## src/sv/assert_macros.svh

```systemverilog
// ----------------------------------------------------------------------------
// Assertion macros
// Concurrent assertion wrappers; they expand to nothing for synthesis.
// ----------------------------------------------------------------------------
`ifndef ASSERT_MACROS_SVH
`define ASSERT_MACROS_SVH
`ifndef SYNTHESIS
// Property that must hold at every clock edge outside reset.
`define ASSERT_ALWAYS(name, clk, rst_n, prop, msg) \
  name: assert property (@(posedge clk) disable iff (!rst_n) (prop)) else $error(msg);
// Consequent that must hold in the same cycle as the antecedent.
`define ASSERT_IMPLY(name, clk, rst_n, ante, cons, msg) \
  name: assert property (@(posedge clk) disable iff (!rst_n) (ante) |-> (cons)) \
    else $error(msg);
`else
`define ASSERT_ALWAYS(name, clk, rst_n, prop, msg)
`define ASSERT_IMPLY(name, clk, rst_n, ante, cons, msg)
`endif
`endif

```

## src/sv/tegb_pkg.sv

```systemverilog
// ----------------------------------------------------------------------------
// tegb_pkg
// Shared types and constants of the touch event to gamepad converter.
// ----------------------------------------------------------------------------
`default_nettype none

package tegb_pkg;

  // Event types.
  localparam logic [15:0] ModeSync = 16'h0000;
  localparam logic [15:0] ModeKey  = 16'h0001;
  localparam logic [15:0] ModeAbs  = 16'h0003;

  // Event codes.
  localparam logic [15:0] CodeAbsX   = 16'h0000;
  localparam logic [15:0] CodeAbsY   = 16'h0001;
  localparam logic [15:0] CodeMtX    = 16'h0035;
  localparam logic [15:0] CodeMtY    = 16'h0036;
  localparam logic [15:0] CodeTrack  = 16'h0039;
  localparam logic [15:0] CodeTouch  = 16'h014a;

  // Configuration register indexes.
  localparam logic [7:0] CfgXMin = 8'd0;
  localparam logic [7:0] CfgXMax = 8'd1;
  localparam logic [7:0] CfgYMin = 8'd2;
  localparam logic [7:0] CfgYMax = 8'd3;

  // Scaling spans and divider width (largest scaled numerator is below 2^41).
  localparam int unsigned DivW  = 41;
  localparam int          XSpan = 340;
  localparam int          YSpan = 800;

  // Display limits.
  localparam logic [9:0] DispXMax = 10'd799;
  localparam logic [8:0] DispYMax = 9'd339;

  // D-pad box and its dead zone around the center (105, 180).
  localparam logic [9:0] DpadXLo    = 10'd35;
  localparam logic [9:0] DpadXHi    = 10'd175;
  localparam logic [8:0] DpadYLo    = 9'd105;
  localparam logic [8:0] DpadYHi    = 9'd255;
  localparam logic [9:0] DpadLeft   = 10'd83;
  localparam logic [9:0] DpadRight  = 10'd127;
  localparam logic [8:0] DpadUp     = 9'd158;
  localparam logic [8:0] DpadDown   = 9'd202;

  // Pad word bit positions.
  localparam int unsigned PadA      = 0;
  localparam int unsigned PadB      = 1;
  localparam int unsigned PadSelect = 2;
  localparam int unsigned PadStart  = 3;
  localparam int unsigned PadUpB    = 4;
  localparam int unsigned PadDownB  = 5;
  localparam int unsigned PadLeftB  = 6;
  localparam int unsigned PadRightB = 7;

  // Round buttons: center, squared radius and the pad bit they drive.
  typedef struct packed {
    logic [9:0]  cx;
    logic [8:0]  cy;
    logic [11:0] r2;
    logic [2:0]  pos;
  } circle_t;

  localparam circle_t Circles [4] = '{
    '{cx: 10'd720, cy: 9'd150, r2: 12'd2500, pos: 3'(PadA)},
    '{cx: 10'd630, cy: 9'd215, r2: 12'd2500, pos: 3'(PadB)},
    '{cx: 10'd700, cy: 9'd305, r2: 12'd784,  pos: 3'(PadStart)},
    '{cx: 10'd610, cy: 9'd305, r2: 12'd784,  pos: 3'(PadSelect)}
  };

  // Snapshot of the touch state taken at a sync event.
  typedef struct packed {
    logic        active;
    logic [31:0] raw_x;
    logic [31:0] raw_y;
  } job_t;

  // Raw range registers.
  typedef struct packed {
    logic [15:0] x_min;
    logic [15:0] x_max;
    logic [15:0] y_min;
    logic [15:0] y_max;
  } cfg_t;

  // Queue status seen by the front and back ends.
  typedef struct packed {
    logic full;
    logic empty;
  } q_stat_t;

endpackage

`default_nettype wire

```

## src/sv/tegb_front.sv

```systemverilog
// ----------------------------------------------------------------------------
// tegb_front
// Decodes input events, tracks position and finger state, queues sync jobs.
// ----------------------------------------------------------------------------
`default_nettype none

module tegb_front import tegb_pkg::*; (
  input  wire logic        clk_i,
  input  wire logic        rst_ni,
  input  wire logic        in_valid_i,
  output logic             in_stall_o,
  input  wire logic [15:0] mode_i,
  input  wire logic [15:0] event_code_i,
  input  wire logic [31:0] event_value_i,
  input  wire q_stat_t     q_stat_i,
  output logic             push_o,
  output job_t             job_o
);

  logic [31:0] raw_x_q;
  logic [31:0] raw_y_q;
  logic        finger_q;
  logic        accept;

  // Events are held back only while the job queue is full.
  assign in_stall_o = q_stat_i.full;
  assign accept     = in_valid_i && !q_stat_i.full;

  // A sync transaction pushes a snapshot of the current touch state.
  assign push_o        = accept && (mode_i == ModeSync);
  assign job_o.active  = finger_q && !raw_x_q[31];
  assign job_o.raw_x   = raw_x_q;
  assign job_o.raw_y   = raw_y_q;

  // Position and finger state update.
  always_ff @(posedge clk_i or negedge rst_ni) begin
    if (!rst_ni) begin
      raw_x_q  <= '1;
      raw_y_q  <= '1;
      finger_q <= 1'b0;
    end else if (accept) begin
      case (mode_i)
        ModeAbs: begin
          if (event_code_i inside {CodeAbsX, CodeMtX}) begin
            raw_x_q <= event_value_i;
          end else if (event_code_i inside {CodeAbsY, CodeMtY}) begin
            raw_y_q <= event_value_i;
          end else if (event_code_i == CodeTrack) begin
            finger_q <= !event_value_i[31];
          end
        end
        ModeKey: begin
          if (event_code_i == CodeTouch) begin
            finger_q <= (event_value_i != '0);
          end
        end
        default: begin
        end
      endcase
    end
  end

endmodule

`default_nettype wire

```

## src/sv/tegb_fifo.sv

```systemverilog
// ----------------------------------------------------------------------------
// tegb_fifo
// Small register queue between the front and back ends.
// ----------------------------------------------------------------------------
`default_nettype none

module tegb_fifo import tegb_pkg::*; #(
  parameter int unsigned Depth = 4,
  parameter int unsigned Width = 65
) (
  input  wire logic             clk_i,
  input  wire logic             rst_ni,
  input  wire logic             push_i,
  input  wire logic [Width-1:0] wdata_i,
  input  wire logic             pop_i,
  output logic      [Width-1:0] rdata_o,
  output q_stat_t               stat_o
);

  localparam int unsigned PtrW = (Depth > 1) ? $clog2(Depth) : 1;
  localparam int unsigned CntW = $clog2(Depth + 1);

  logic [Width-1:0] mem_q [Depth];
  logic [PtrW-1:0]  wr_ptr_q;
  logic [PtrW-1:0]  rd_ptr_q;
  logic [CntW-1:0]  count_q;
  logic             do_push;
  logic             do_pop;

  assign stat_o.full  = (count_q == CntW'(Depth));
  assign stat_o.empty = (count_q == '0);
  assign do_push      = push_i && !stat_o.full;
  assign do_pop       = pop_i && !stat_o.empty;
  assign rdata_o      = mem_q[rd_ptr_q];

  // Entry storage.
  always_ff @(posedge clk_i) begin
    if (do_push) begin
      mem_q[wr_ptr_q] <= wdata_i;
    end
  end

  // Pointers and fill count.
  always_ff @(posedge clk_i or negedge rst_ni) begin
    if (!rst_ni) begin
      wr_ptr_q <= '0;
      rd_ptr_q <= '0;
      count_q  <= '0;
    end else begin
      if (do_push) begin
        wr_ptr_q <= (wr_ptr_q == PtrW'(Depth - 1)) ? '0 : wr_ptr_q + 1'b1;
      end
      if (do_pop) begin
        rd_ptr_q <= (rd_ptr_q == PtrW'(Depth - 1)) ? '0 : rd_ptr_q + 1'b1;
      end
      if (do_push && !do_pop) begin
        count_q <= count_q + 1'b1;
      end else if (do_pop && !do_push) begin
        count_q <= count_q - 1'b1;
      end
    end
  end

endmodule

`default_nettype wire

```

## src/sv/tegb_div.sv

```systemverilog
// ----------------------------------------------------------------------------
// tegb_div
// Restoring unsigned divider, one quotient bit per cycle.
// ----------------------------------------------------------------------------
`default_nettype none

module tegb_div import tegb_pkg::*; (
  input  wire logic            clk_i,
  input  wire logic            rst_ni,
  input  wire logic            start_i,
  input  wire logic [DivW-1:0] dividend_i,
  input  wire logic [15:0]     divisor_i,
  output logic                 busy_o,
  output logic      [DivW-1:0] quotient_o
);

  localparam int unsigned CntW = $clog2(DivW + 1);

  logic [CntW-1:0] count_q;
  logic [DivW-1:0] dvd_q;
  logic [DivW-1:0] quo_q;
  logic [15:0]     rem_q;
  logic [15:0]     den_q;
  logic [16:0]     trial;
  logic            fits;

  // Bring down the next dividend bit and try a subtraction.
  assign trial      = {rem_q, dvd_q[DivW-1]};
  assign fits       = (trial >= {1'b0, den_q});
  assign busy_o     = (count_q != '0);
  assign quotient_o = quo_q;

  always_ff @(posedge clk_i or negedge rst_ni) begin
    if (!rst_ni) begin
      count_q <= '0;
    end else if (start_i) begin
      count_q <= CntW'(DivW);
    end else if (busy_o) begin
      count_q <= count_q - 1'b1;
    end
  end

  // Datapath registers.
  always_ff @(posedge clk_i) begin
    if (start_i) begin
      dvd_q <= dividend_i;
      den_q <= divisor_i;
      rem_q <= '0;
      quo_q <= '0;
    end else if (busy_o) begin
      dvd_q <= {dvd_q[DivW-2:0], 1'b0};
      quo_q <= {quo_q[DivW-2:0], fits};
      rem_q <= fits ? 16'(trial - {1'b0, den_q}) : trial[15:0];
    end
  end

endmodule

`default_nettype wire

```

## src/sv/tegb_back.sv

```systemverilog
// ----------------------------------------------------------------------------
// tegb_back
// Scales, rotates and clamps a queued touch point and builds the pad word.
// ----------------------------------------------------------------------------
`default_nettype none

module tegb_back import tegb_pkg::*; (
  input  wire logic        clk_i,
  input  wire logic        rst_ni,
  input  wire cfg_t        cfg_i,
  input  wire q_stat_t     q_stat_i,
  input  wire job_t        job_i,
  output logic             pop_o,
  output logic             out_valid_o,
  input  wire logic        out_stall_i,
  output logic [7:0]       pad_bits_o,
  output logic [9:0]       disp_x_o,
  output logic [8:0]       disp_y_o,
  output logic             touch_active_o
);

  typedef enum logic [2:0] {
    StIdle, StMul, StDiv, StClamp, StPad, StOut
  } state_e;

  state_e          state_q;
  job_t            job_q;
  logic            neg_x_q;
  logic            neg_y_q;
  logic [9:0]      dx_q;
  logic [8:0]      dy_q;
  logic [7:0]      pad_q;
  logic            act_q;
  logic [1:0]      step_q;

  logic            start;
  logic            scale_x;
  logic            scale_y;
  logic signed [32:0] diff_x;
  logic signed [32:0] diff_y;
  logic signed [42:0] prod_x;
  logic signed [42:0] prod_y;
  logic [DivW-1:0] dvd_x;
  logic [DivW-1:0] dvd_y;
  logic [15:0]     den_x;
  logic [15:0]     den_y;
  logic            neg_x_d;
  logic            neg_y_d;
  logic            busy_x;
  logic            busy_y;
  logic [DivW-1:0] quo_x;
  logic [DivW-1:0] quo_y;
  logic [9:0]      dx_d;
  logic [8:0]      dy_d;
  logic [7:0]      dpad;
  circle_t         circ;
  logic signed [10:0] cdx;
  logic signed [10:0] cdy;
  logic signed [21:0] sq_x;
  logic signed [21:0] sq_y;
  logic [22:0]     dist2;
  logic [7:0]      circ_bit;

  assign pop_o = (state_q == StIdle) && !q_stat_i.empty;
  assign start = (state_q == StMul);

  // Offset from the range minimum times the span; the product feeds a divider.
  assign scale_x = (cfg_i.x_max > cfg_i.x_min);
  assign scale_y = (cfg_i.y_max > cfg_i.y_min);
  assign diff_x  = $signed({job_q.raw_x[31], job_q.raw_x}) - $signed({17'd0, cfg_i.x_min});
  assign diff_y  = $signed({job_q.raw_y[31], job_q.raw_y}) - $signed({17'd0, cfg_i.y_min});
  assign prod_x  = 43'(diff_x) * 43'(XSpan);
  assign prod_y  = 43'(diff_y) * 43'(YSpan);

  // Without a usable range the raw value passes through a divide by one.
  always_comb begin
    if (scale_x) begin
      neg_x_d = prod_x[42];
      dvd_x   = prod_x[DivW-1:0];
      den_x   = cfg_i.x_max - cfg_i.x_min;
    end else begin
      neg_x_d = job_q.raw_x[31];
      dvd_x   = DivW'(job_q.raw_x[30:0]);
      den_x   = 16'd1;
    end
    if (scale_y) begin
      neg_y_d = prod_y[42];
      dvd_y   = prod_y[DivW-1:0];
      den_y   = cfg_i.y_max - cfg_i.y_min;
    end else begin
      neg_y_d = job_q.raw_y[31];
      dvd_y   = DivW'(job_q.raw_y[30:0]);
      den_y   = 16'd1;
    end
  end

  tegb_div u_div_x (
    .clk_i      (clk_i),
    .rst_ni     (rst_ni),
    .start_i    (start),
    .dividend_i (dvd_x),
    .divisor_i  (den_x),
    .busy_o     (busy_x),
    .quotient_o (quo_x)
  );

  tegb_div u_div_y (
    .clk_i      (clk_i),
    .rst_ni     (rst_ni),
    .start_i    (start),
    .dividend_i (dvd_y),
    .divisor_i  (den_y),
    .busy_o     (busy_y),
    .quotient_o (quo_y)
  );

  // Rotate to landscape and clamp. A negative numerator truncates toward zero,
  // so it lands on the low clamp of the scaled axis.
  always_comb begin
    if (neg_y_q) begin
      dx_d = DispXMax;
    end else if (quo_y >= DivW'(DispXMax)) begin
      dx_d = '0;
    end else begin
      dx_d = DispXMax - quo_y[9:0];
    end
    if (neg_x_q) begin
      dy_d = '0;
    end else if (quo_x >= DivW'(DispYMax)) begin
      dy_d = DispYMax;
    end else begin
      dy_d = quo_x[8:0];
    end
  end

  // D-pad directions.
  always_comb begin
    dpad = '0;
    if (dx_q >= DpadXLo && dx_q <= DpadXHi && dy_q >= DpadYLo && dy_q <= DpadYHi) begin
      if (dy_q < DpadUp) begin
        dpad[PadUpB] = 1'b1;
      end else if (dy_q > DpadDown) begin
        dpad[PadDownB] = 1'b1;
      end
      if (dx_q < DpadLeft) begin
        dpad[PadLeftB] = 1'b1;
      end else if (dx_q > DpadRight) begin
        dpad[PadRightB] = 1'b1;
      end
    end
  end

  // One round button per cycle.
  always_comb begin
    circ     = Circles[step_q];
    cdx      = $signed({1'b0, dx_q}) - $signed({1'b0, circ.cx});
    cdy      = $signed({2'b0, dy_q}) - $signed({2'b0, circ.cy});
    sq_x     = cdx * cdx;
    sq_y     = cdy * cdy;
    dist2    = 23'(unsigned'(sq_x)) + 23'(unsigned'(sq_y));
    circ_bit = '0;
    if (dist2 < 23'(circ.r2)) begin
      circ_bit[circ.pos] = 1'b1;
    end
  end

  assign out_valid_o    = (state_q == StOut);
  assign pad_bits_o     = pad_q;
  assign disp_x_o       = dx_q;
  assign disp_y_o       = dy_q;
  assign touch_active_o = act_q;

  // Sequencer and result registers.
  always_ff @(posedge clk_i or negedge rst_ni) begin
    if (!rst_ni) begin
      state_q <= StIdle;
      job_q   <= '0;
      neg_x_q <= 1'b0;
      neg_y_q <= 1'b0;
      dx_q    <= '0;
      dy_q    <= '0;
      pad_q   <= '0;
      act_q   <= 1'b0;
      step_q  <= '0;
    end else begin
      case (state_q)
        StIdle: begin
          if (!q_stat_i.empty) begin
            job_q <= job_i;
            if (job_i.active) begin
              state_q <= StMul;
            end else begin
              dx_q    <= '0;
              dy_q    <= '0;
              pad_q   <= '0;
              act_q   <= 1'b0;
              state_q <= StOut;
            end
          end
        end
        StMul: begin
          neg_x_q <= neg_x_d;
          neg_y_q <= neg_y_d;
          state_q <= StDiv;
        end
        StDiv: begin
          if (!busy_x && !busy_y) begin
            state_q <= StClamp;
          end
        end
        StClamp: begin
          dx_q    <= dx_d;
          dy_q    <= dy_d;
          pad_q   <= '0;
          act_q   <= 1'b1;
          step_q  <= '0;
          state_q <= StPad;
        end
        StPad: begin
          pad_q  <= pad_q | circ_bit | ((step_q == '0) ? dpad : 8'd0);
          step_q <= step_q + 1'b1;
          if (step_q == 2'd3) begin
            state_q <= StOut;
          end
        end
        StOut: begin
          if (!out_stall_i) begin
            state_q <= StIdle;
          end
        end
        default: begin
          state_q <= StIdle;
        end
      endcase
    end
  end

endmodule

`default_nettype wire

```

## src/sv/touch_event_to_gamepad_bits.sv

```systemverilog
// A touched point goes through two serial dividers, one per axis. The back end
// finishes one sync result before it takes the next job from the queue; other
// events are taken one per cycle while the job queue has room.
// Reset: no position held, finger up, range registers zero, queue empty.
// ----------------------------------------------------------------------------
// touch_event_to_gamepad_bits
// Converts touch input events into an 8-bit gamepad word on each sync event.
// ----------------------------------------------------------------------------
`default_nettype none

`include "assert_macros.svh"

module touch_event_to_gamepad_bits import tegb_pkg::*; #(
  parameter int unsigned FifoDepth = 4
) (
  input  wire logic        clk_i,
  input  wire logic        rst_ni,
  input  wire logic        cfg_we_i,
  input  wire logic [7:0]  cfg_index_i,
  input  wire logic [15:0] cfg_wdata_i,
  input  wire logic        in_valid_i,
  output logic             in_stall_o,
  input  wire logic [15:0] mode_i,
  input  wire logic [15:0] event_code_i,
  input  wire logic [31:0] event_value_i,
  output logic             out_valid_o,
  input  wire logic        out_stall_i,
  output logic [7:0]       pad_bits_o,
  output logic [9:0]       disp_x_o,
  output logic [8:0]       disp_y_o,
  output logic             touch_active_o
);

  cfg_t    cfg_q;
  q_stat_t q_stat;
  logic    push;
  logic    pop;
  job_t    job_in;
  job_t    job_out;

  // Range registers.
  always_ff @(posedge clk_i or negedge rst_ni) begin
    if (!rst_ni) begin
      cfg_q <= '0;
    end else if (cfg_we_i) begin
      case (cfg_index_i)
        CfgXMin: cfg_q.x_min <= cfg_wdata_i;
        CfgXMax: cfg_q.x_max <= cfg_wdata_i;
        CfgYMin: cfg_q.y_min <= cfg_wdata_i;
        CfgYMax: cfg_q.y_max <= cfg_wdata_i;
        default: begin
        end
      endcase
    end
  end

  tegb_front u_front (
    .clk_i         (clk_i),
    .rst_ni        (rst_ni),
    .in_valid_i    (in_valid_i),
    .in_stall_o    (in_stall_o),
    .mode_i        (mode_i),
    .event_code_i  (event_code_i),
    .event_value_i (event_value_i),
    .q_stat_i      (q_stat),
    .push_o        (push),
    .job_o         (job_in)
  );

  tegb_fifo #(
    .Depth (FifoDepth),
    .Width ($bits(job_t))
  ) u_fifo (
    .clk_i   (clk_i),
    .rst_ni  (rst_ni),
    .push_i  (push),
    .wdata_i (job_in),
    .pop_i   (pop),
    .rdata_o (job_out),
    .stat_o  (q_stat)
  );

  tegb_back u_back (
    .clk_i          (clk_i),
    .rst_ni         (rst_ni),
    .cfg_i          (cfg_q),
    .q_stat_i       (q_stat),
    .job_i          (job_out),
    .pop_o          (pop),
    .out_valid_o    (out_valid_o),
    .out_stall_i    (out_stall_i),
    .pad_bits_o     (pad_bits_o),
    .disp_x_o       (disp_x_o),
    .disp_y_o       (disp_y_o),
    .touch_active_o (touch_active_o)
  );

  // An idle result carries an all-zero payload.
  `ASSERT_IMPLY(a_idle_zero, clk_i, rst_ni, out_valid_o && !touch_active_o, pad_bits_o == 8'd0 && disp_x_o == 10'd0 && disp_y_o == 9'd0, "inactive result with nonzero payload")
  // Clamped coordinates stay on the display.
  `ASSERT_IMPLY(a_disp_range, clk_i, rst_ni, out_valid_o, disp_x_o <= DispXMax && disp_y_o <= DispYMax, "display point out of range")
  // Opposite D-pad directions are never pressed together.
  `ASSERT_IMPLY(a_dpad_excl, clk_i, rst_ni, out_valid_o, !(pad_bits_o[PadUpB] && pad_bits_o[PadDownB]) && !(pad_bits_o[PadLeftB] && pad_bits_o[PadRightB]), "opposite D-pad directions")
  // The front only pushes when the queue has room.
  `ASSERT_ALWAYS(a_no_overflow, clk_i, rst_ni, !(push && q_stat.full), "push into full queue")

endmodule

`default_nettype wire

```

## config.mk

```make
export PLATFORM = sky130hd
export DESIGN_NAME = touch_event_to_gamepad_bits
export DESIGN_NICKNAME = d
export VERILOG_FILES = /design/src/sv/tegb_pkg.sv /design/src/sv/tegb_front.sv /design/src/sv/tegb_fifo.sv /design/src/sv/tegb_div.sv /design/src/sv/tegb_back.sv /design/src/sv/touch_event_to_gamepad_bits.sv
export VERILOG_INCLUDE_DIRS = /design/src /design/src/sv
export SDC_FILE = /design/constraint.sdc
export NUM_CORES = 2
export LEC_CHECK = 0
export ABC_CLOCK_PERIOD_IN_PS = 24400
export BUFFER_PORTS_ARGS = -buffer_cell sky130_fd_sc_hd__buf_2
export CELL_PAD_IN_SITES_DETAIL_PLACEMENT = 1
export CELL_PAD_IN_SITES_GLOBAL_PLACEMENT = 2
export CORE_ASPECT_RATIO = 1.5
export CORE_MARGIN = 2
export CORE_UTILIZATION = 46
export CTS_CLUSTER_DIAMETER = 150
export DETAILED_ROUTE_END_ITERATION = 10
export GPL_ROUTABILITY_DRIVEN = 0
export PLACE_DENSITY = 0.94
export SLEW_MARGIN = 0
export SYNTH_ARGS = -nofsm -noshare
export SYNTH_HDL_FRONTEND = slang
export SYNTH_SLANG_ARGS = --single-unit
```

## constraint.sdc

```tcl
create_clock -name clk_i -period 24.4 [get_ports clk_i]
set_clock_uncertainty 0.1 [all_clocks]
set_input_delay 2.44 -clock clk_i [delete_from_list [all_inputs] [get_ports clk_i]]
set_output_delay 2.44 -clock clk_i [all_outputs]
set_load 0.01 [all_outputs]
```

; Word level (Yosys, flattened, before mapping)
; Memory sizes are Yosys's and may differ from the RTL's.
; Index checks and enable logic that the tools add are counted.
[totals]
output_inout_bits = 30
reg_bits = 475
n_memories = 1
mem_bits_rw = 260
elab_cells = 215
[mem_list]
columns = name, depth, width, read_ports, rd_ports_with_merged_regs, write_ports, line
row1 = u_fifo.mem_q, 4, 65, 1, 0, 1, tegb_fifo.sv:23  ; logic [Width-1:0] mem_q [Depth];
[op_classes]
multipliers = 4
eq_ne = 28
n_lt_le_gt_ge = 18
addsub = 17
n_mux = 62
n_bitwise = 5
reduce_logical = 50
[op_table]
columns = op, n
row1 = $mux W41, 6
row2 = $bmux W34 S2, 1
row3 = $mux W34, 2
row4 = $sub A32 B17 Y33, 2
row5 = $sub A16 B16 Y16, 4
row6 = $eq A16 B6 Y1 const B, 3
row7 = $ge A41 B10 Y1 const B, 1
row8 = $ge A41 B9 Y1 const B, 1
row9 = $mul A33 B8 Y41 const B, 1
row10 = $mux W10, 4
row11 = $mul A33 B6 Y38 const B, 1
row12 = $mux W9, 4
row13 = $ge A17 B16 Y1, 2
row14 = $eq A16 B1 Y1 const B, 2
row15 = $gt A16 B16 Y1, 2
row16 = $logic_not A16 Y1, 2
row17 = $mux W16, 2
row18 = $mux W8, 4
row19 = $reduce_bool A32 Y1, 1
row20 = $mux W6, 4
row21 = $pmux W8 S3, 1
row22 = $add A22 B22 Y23, 1
row23 = $lt A23 B12 Y1, 1
row24 = $mul A11 B11 Y22, 1
row25 = 54 further kinds, 131

; Longest topological paths before layout
[logic_depth]
word_depth = 12
ltp_mapped = 42
depth_no_buf = 41

; Cells and area by module
; From an unflattened synthesis, not the netlist that was laid out.
[unflattened]
hier_cells = 4843
hier_area_um2 = 52285.1
[modules_own_cells]
columns = module, instances, area_per_inst_um2, seq_area_each_um2, cells_each
row1 = tegb_back, 1, 26136.3, 2477.4, 3105
row2 = tegb_div, 2, 5474.0, 3002.9, 522
row3 = tegb_fifo, 1, 9857.0, 7982.7, 377
row4 = tegb_front, 1, 2869.0, 1706.6, 177
row5 = touch_event_to_gamepad_bits, 1, 2474.9, 1601.5, 140

; Least setup slack after synthesis
; No wires, ideal clock.
[synth_path]
path_kind = flip-flop to flip-flop
start = register u_back.step_q[1]
end = register u_back.pad_q[0], in the netlist u_back.pad_bits_o[0]
path_slack_ps = 14852
setup_time_ps = 65
synth_period_minus_slack_ps = 9548
stages_incl_launch_ff = 41
t_arrival_ps = 9382
cell_sequence = dfrtp_1 -> inv_1 -> ha_1 -> inv_1 -> ha_1 -> nor2b_1 -> o21ai_0 -> nand2b_1 -> a21o_1 -> a21o_1 -> a311oi_1 -> nor2b_1 -> clkbuf_1 -> clkinv_1 -> nand2_1 -> inv_1 -> fa_1 -> inv_1 -> (+5 left out) -> fa_1 -> inv_1 -> ha_1 -> or3_1 -> a211oi_1 -> nor2_1 -> a21o_1 -> a211oi_1 -> nor3_1 -> ha_1 -> a21oi_1 -> o22ai_1 -> or4_1 -> nor4_1 -> o21ai_0 -> a2111oi_0 -> o2111a_1 -> a22o_1
[synth_between]
elab_chain_len = 12
word_cells_on_any_way = 19
cone_classes = add/sub (3) / mul (2) / order compare (3) / mux (7) / bitwise (3) / reduce/logical (1)
[synth_lines]
columns = item, line
row1 = "start, declared", tegb_back.sv:34  ; logic [1:0] step_q;
row2 = "start signal, assigned", tegb_back.sv:221  ; step_q <= step_q + 1'b1;
row3 = $not A2 Y3 (implied by the code) *, tegb_back.sv:155  ; circ = Circles[step_q];
row4 = $bmux W34 S2 *, tegb_back.sv:155
row5 = $mux W34 (implied by the code) * (2 in series), tegb_back.sv:155
row6 = "$sub A10 B10 Y11, or another cell as far along", tegb_back.sv:156  ; cdx = $signed({1'b0, dx_q}) - $signed({1'b0, circ.cx});
row7 = "$mul A11 B11 Y22, or another cell as far along", tegb_back.sv:158  ; sq_x = cdx * cdx;
row8 = $add A22 B22 Y23 / $mux W1 (equally long branches), "tegb_back.sv:160, tegb_back.sv:163"
row9 = $lt A23 B12 Y1 / $demux W1 S3 (equally long branches), n/a
row10 = $mux W8 *, tegb_back.sv:162  ; if (dist2 < 23'(circ.r2)) begin
row11 = $or A8 B8 Y8 * (2 in series), tegb_back.sv:220  ; pad_q <= pad_q | circ_bit | ((step_q == '0) ? dpad : 8'd0);
row12 = $pmux W8 S3 *, tegb_back.sv:186  ; case (state_q)
row13 = "end signal, assigned", tegb_back.sv:220
row14 = "end, declared", tegb_back.sv:32  ; logic [7:0] pad_q;
; Mark *: on every way between the ends. The rest lies on a longest branch, timed or not. The select of a mux whose other input is x is not followed.
; A chain may end at the register's enable or synchronous reset.

; Worst setup path in the final report
; Same ends and word-level chain as after synthesis.

==> metrics.md <==
| Metric | Value |
|---|---|
| Gr busiest metal | `met2` |
| Initial antenna violation count | `1` |
| Post-DP HPWL | `107,000 um` |
| CP peak stage delay | `0.73 ns` |
| Die H | `414 um` |
| Family with the most delay on the worst path | `adder cells` |
| Post-CTS Resized | `0` |
| Maxcap violations | `0` |
| Number of CTS-inserted buffers | `between 70 and 80` |
| GR Util met1 | `0.252` |
| Fill count | `12,200` |
| Synth top area share | `0.218` |
| IO buf count | `122` |
| Global Route Usage Sum | `0.246` |
| Unique cell type count in the Yosys netlist | `88` |
| Fmax | `around 0.09 GHz` |
| IO Pins | `123` |
| Reg clk slew, reported paths | `0.06 ns` |
| Fraction of the yosys area taken by sequential cells | `0.383` |
| Syn_nets | `5,779` |
| Routed vias | `roughly 37,000` |
| RSZ-0062 raised after global routing | `false` |
| Die Footprint | `115,000 um^2` |
| Register bit count reported by yosys | `~740` |
| Slowest-stage cell, CP | `fa_1` |
| Clk_lat worst skew | `approximately 0.67 ns` |
| CP Data Arrival Time | `11.85 ns` |
| Core area | `between 100,000 and 150,000 um^2` |
| Grt ovf | `0` |
| Max-slew violation count | `0` |
| Crit path required time | `roughly 25 ns` |
| Setup TNS | `0 ns` |
| CTS max path bufs | `3` |
| Outcome | `completed` |
| CP Launch Type | `register` |
| Netlist Area Pre-Place | `51,600 um^2` |
| Final Hold Fails | `0` |
| GRT met2 Usage | `0.493` |
| Most frequent cells in the layout | `709 x inv_1, 481 x ha_1, 459 x nand2_1` |
| # Post-CTS Setup Buffers | `0` |
| Synth Warn # | `0` |
| WL per Instance | `between 20 and 25 um` |
| Final #Nets | `between 5,000 and 6,000` |
| Routed Antenna Nets | `0` |
| Detailed Route Iter0 Violations | `roughly 1,600` |
| Least-Margin Pin Slew | `1.17 ns` |
| Largest net degree at the start of global routing | `93` |
| Drt drc | `0` |
| EDFF count, synth | `374` |
| CTS tree | `done` |
| Crit-path most repeated cell | `inv_1` |
| Sink Count | `735` |
| Ys async rst share | `0.336` |
| Synth area leader | `edfxtp_1` |
| Initial Util | `0.464` |
| Share of layout cells above drive strength 1 | `0.128` |
| HP Class | `reg2reg` |
| Hold Buf Count CTS | `0` |
| Minimum clock period | `around 11 ns` |
| 1st-pass router iterations | `7` |
| Syn Inst Count | `4,920` |
| Die width | `approximately 280 um` |
| Worst slew margin | `0.218` |
| CP Class | `reg2reg` |
| # setup viols final | `0` |
| Buffers & Inverters on Critical Path | `8` |
| Area Growth Syn to Fin | `9.51%` |
| Number of global-route vias before repair | `41,200` |
| Synth area leaders | `edfxtp_1 22%, ha_1 12%, fa_1 11%, dfrtp_1 8.9%, inv_1 5.2%` |
| Most common flop cell mapped by yosys | `edfxtp_1` |
| Row cnt | `150` |
| Total wire length | `140,000 um` |
| CTS root buf | `clkbuf_16` |
| Average cell area after synthesis | `10.5 um^2` |
| Most common cell after layout, fill and taps aside | `inv_1` |
| First-pass GRT wire length | `224,000 um` |
| Via density | `5.67` |
| GR Util met3 | `0.0278` |
| Critical path fanouts, max | `14` |
| Crit share post-route | `0.466` |
| Type of element capturing the critical path | `register` |
| H-Tree Depth | `3` |
| ANT cells | `0` |
==> layout make-up <==
cell class / count / area (um^2) / share of cell area
clock inverters: 42 / 548 / 0.00970
multi-input cells: 3331 / 28700 / 0.507
flip-flops and latches: 735 / 19800 / 0.350
clock buffers: 100 / 2140 / 0.0378
repair buffers: 159 / 898 / 0.0159
inverters: 717 / 2700 / 0.0477
well taps: 1444 / 1810 / 0.0320
==> flip-flops by register name, summed over array words and instances, names as in the netlist, 32 cells and up <==
| name | cells |
|---|---|
| u_fifo.mem_q | 260 |
| u_back.job_q | 64 |
| u_front.raw_y_q | 32 |
| u_back.u_div_x.quotient_o | 41 |
| u_back.u_div_x.dvd_q | 41 |
| u_back.u_div_y.dvd_q | 41 |
| u_front.raw_x_q | 32 |
| cfg_q | 64 |
| u_back.u_div_y.quotient_o | 41 |
==> metal layers <==
metal,part of all wire,vias up
met1,0.36,18900
met5,0.000071,-
met2,0.56,655
met3,0.029,296
li1,-,17200
met4,0.045,2
==> logic make-up (layout without fill, tap and decap cells) <==
logic type	after synthesis	after routing	synth area share
and+or+nand+nor	1161	1161	0.104
AOI/OAI and AO/OA	886	886	0.108
buffers and inverters	854	1018	0.0625
adders and majority gates	766	766	0.227
DFF	735	735	0.383
muxes	292	292	0.0769
xor gates and xnor gates	226	226	0.0384
==> cells in the mapped netlist, types with 32 or more instances <==
library cell,n
clkbuf_1,102
nand3_1,63
ha_1,481
nor2_1,252
a21o_1,79
nor2b_1,42
mux4_2,65
inv_1,711
mux2_2,184
nand2_1,461
a21oi_1,300
nor4_1,43
a31oi_1,35
o21ai_0,211
xnor2_1,148
dfrtp_1,183
mux2i_1,43
fa_1,285
dfstp_2,64
dfxtp_1,114
or3_1,32
xor2_1,78
edfxtp_1,374
nor3_1,99
==> stage by stage <==
stage | instances | setup slack (ns) | area (um^2) | hold slack [ns] | utilization
2_1_floorplan | 4920 | 14.85 | 51600 | 0.326 | -
3_3_place_gp | 6386 | 13.54 | 53800 | 0.339 | 0.484
3_5_place_dp | 6386 | 13.05 | 53800 | 0.348 | 0.484
4_1_cts | 6528 | 13.01 | 56500 | 0.356 | 0.508
5_1_grt | 6528 | 12.32 | 56500 | 0.381 | 0.508
6_report | 6528 | 13.03 | 56500 | 0.357 | 0.508
==> final timing paths <==
path,from,endpoint,slack [ns],cells past startpoint
setup / recovery,u_back.step_q[1],u_back.pad_bits_o[0],13.03,39
hold / removal,u_back.u_div_y.quotient_o[0],u_back.u_div_y.quotient_o[1],0.36,2
setup reg to reg,u_back.step_q[1],u_back.pad_bits_o[0],13.03,39
hold reg to reg,u_back.u_div_y.quotient_o[0],u_back.u_div_y.quotient_o[1],0.36,2
max in group asynchronous,rst_ni,u_back.pad_bits_o[6],20.41,3
min in group asynchronous,rst_ni,u_back.job_q[9],1.65,1
==> worst register-to-register path: cells and delay by family, from the launching register on <==
family | cells | cell delay (ns)
buffers and inverters | 8 | 1.35
AND/OR/NAND/NOR | 9 | 2.46
AO/OA/AOI/OAI | 13 | 2.55
adder cells (fa/ha/maj) | 9 | 4.20
flip-flops | 1 | 0.65
Power is left out: the tool's default activity adds up to more than one toggle a clock period on the data nets, which glitch-free logic cannot reach.
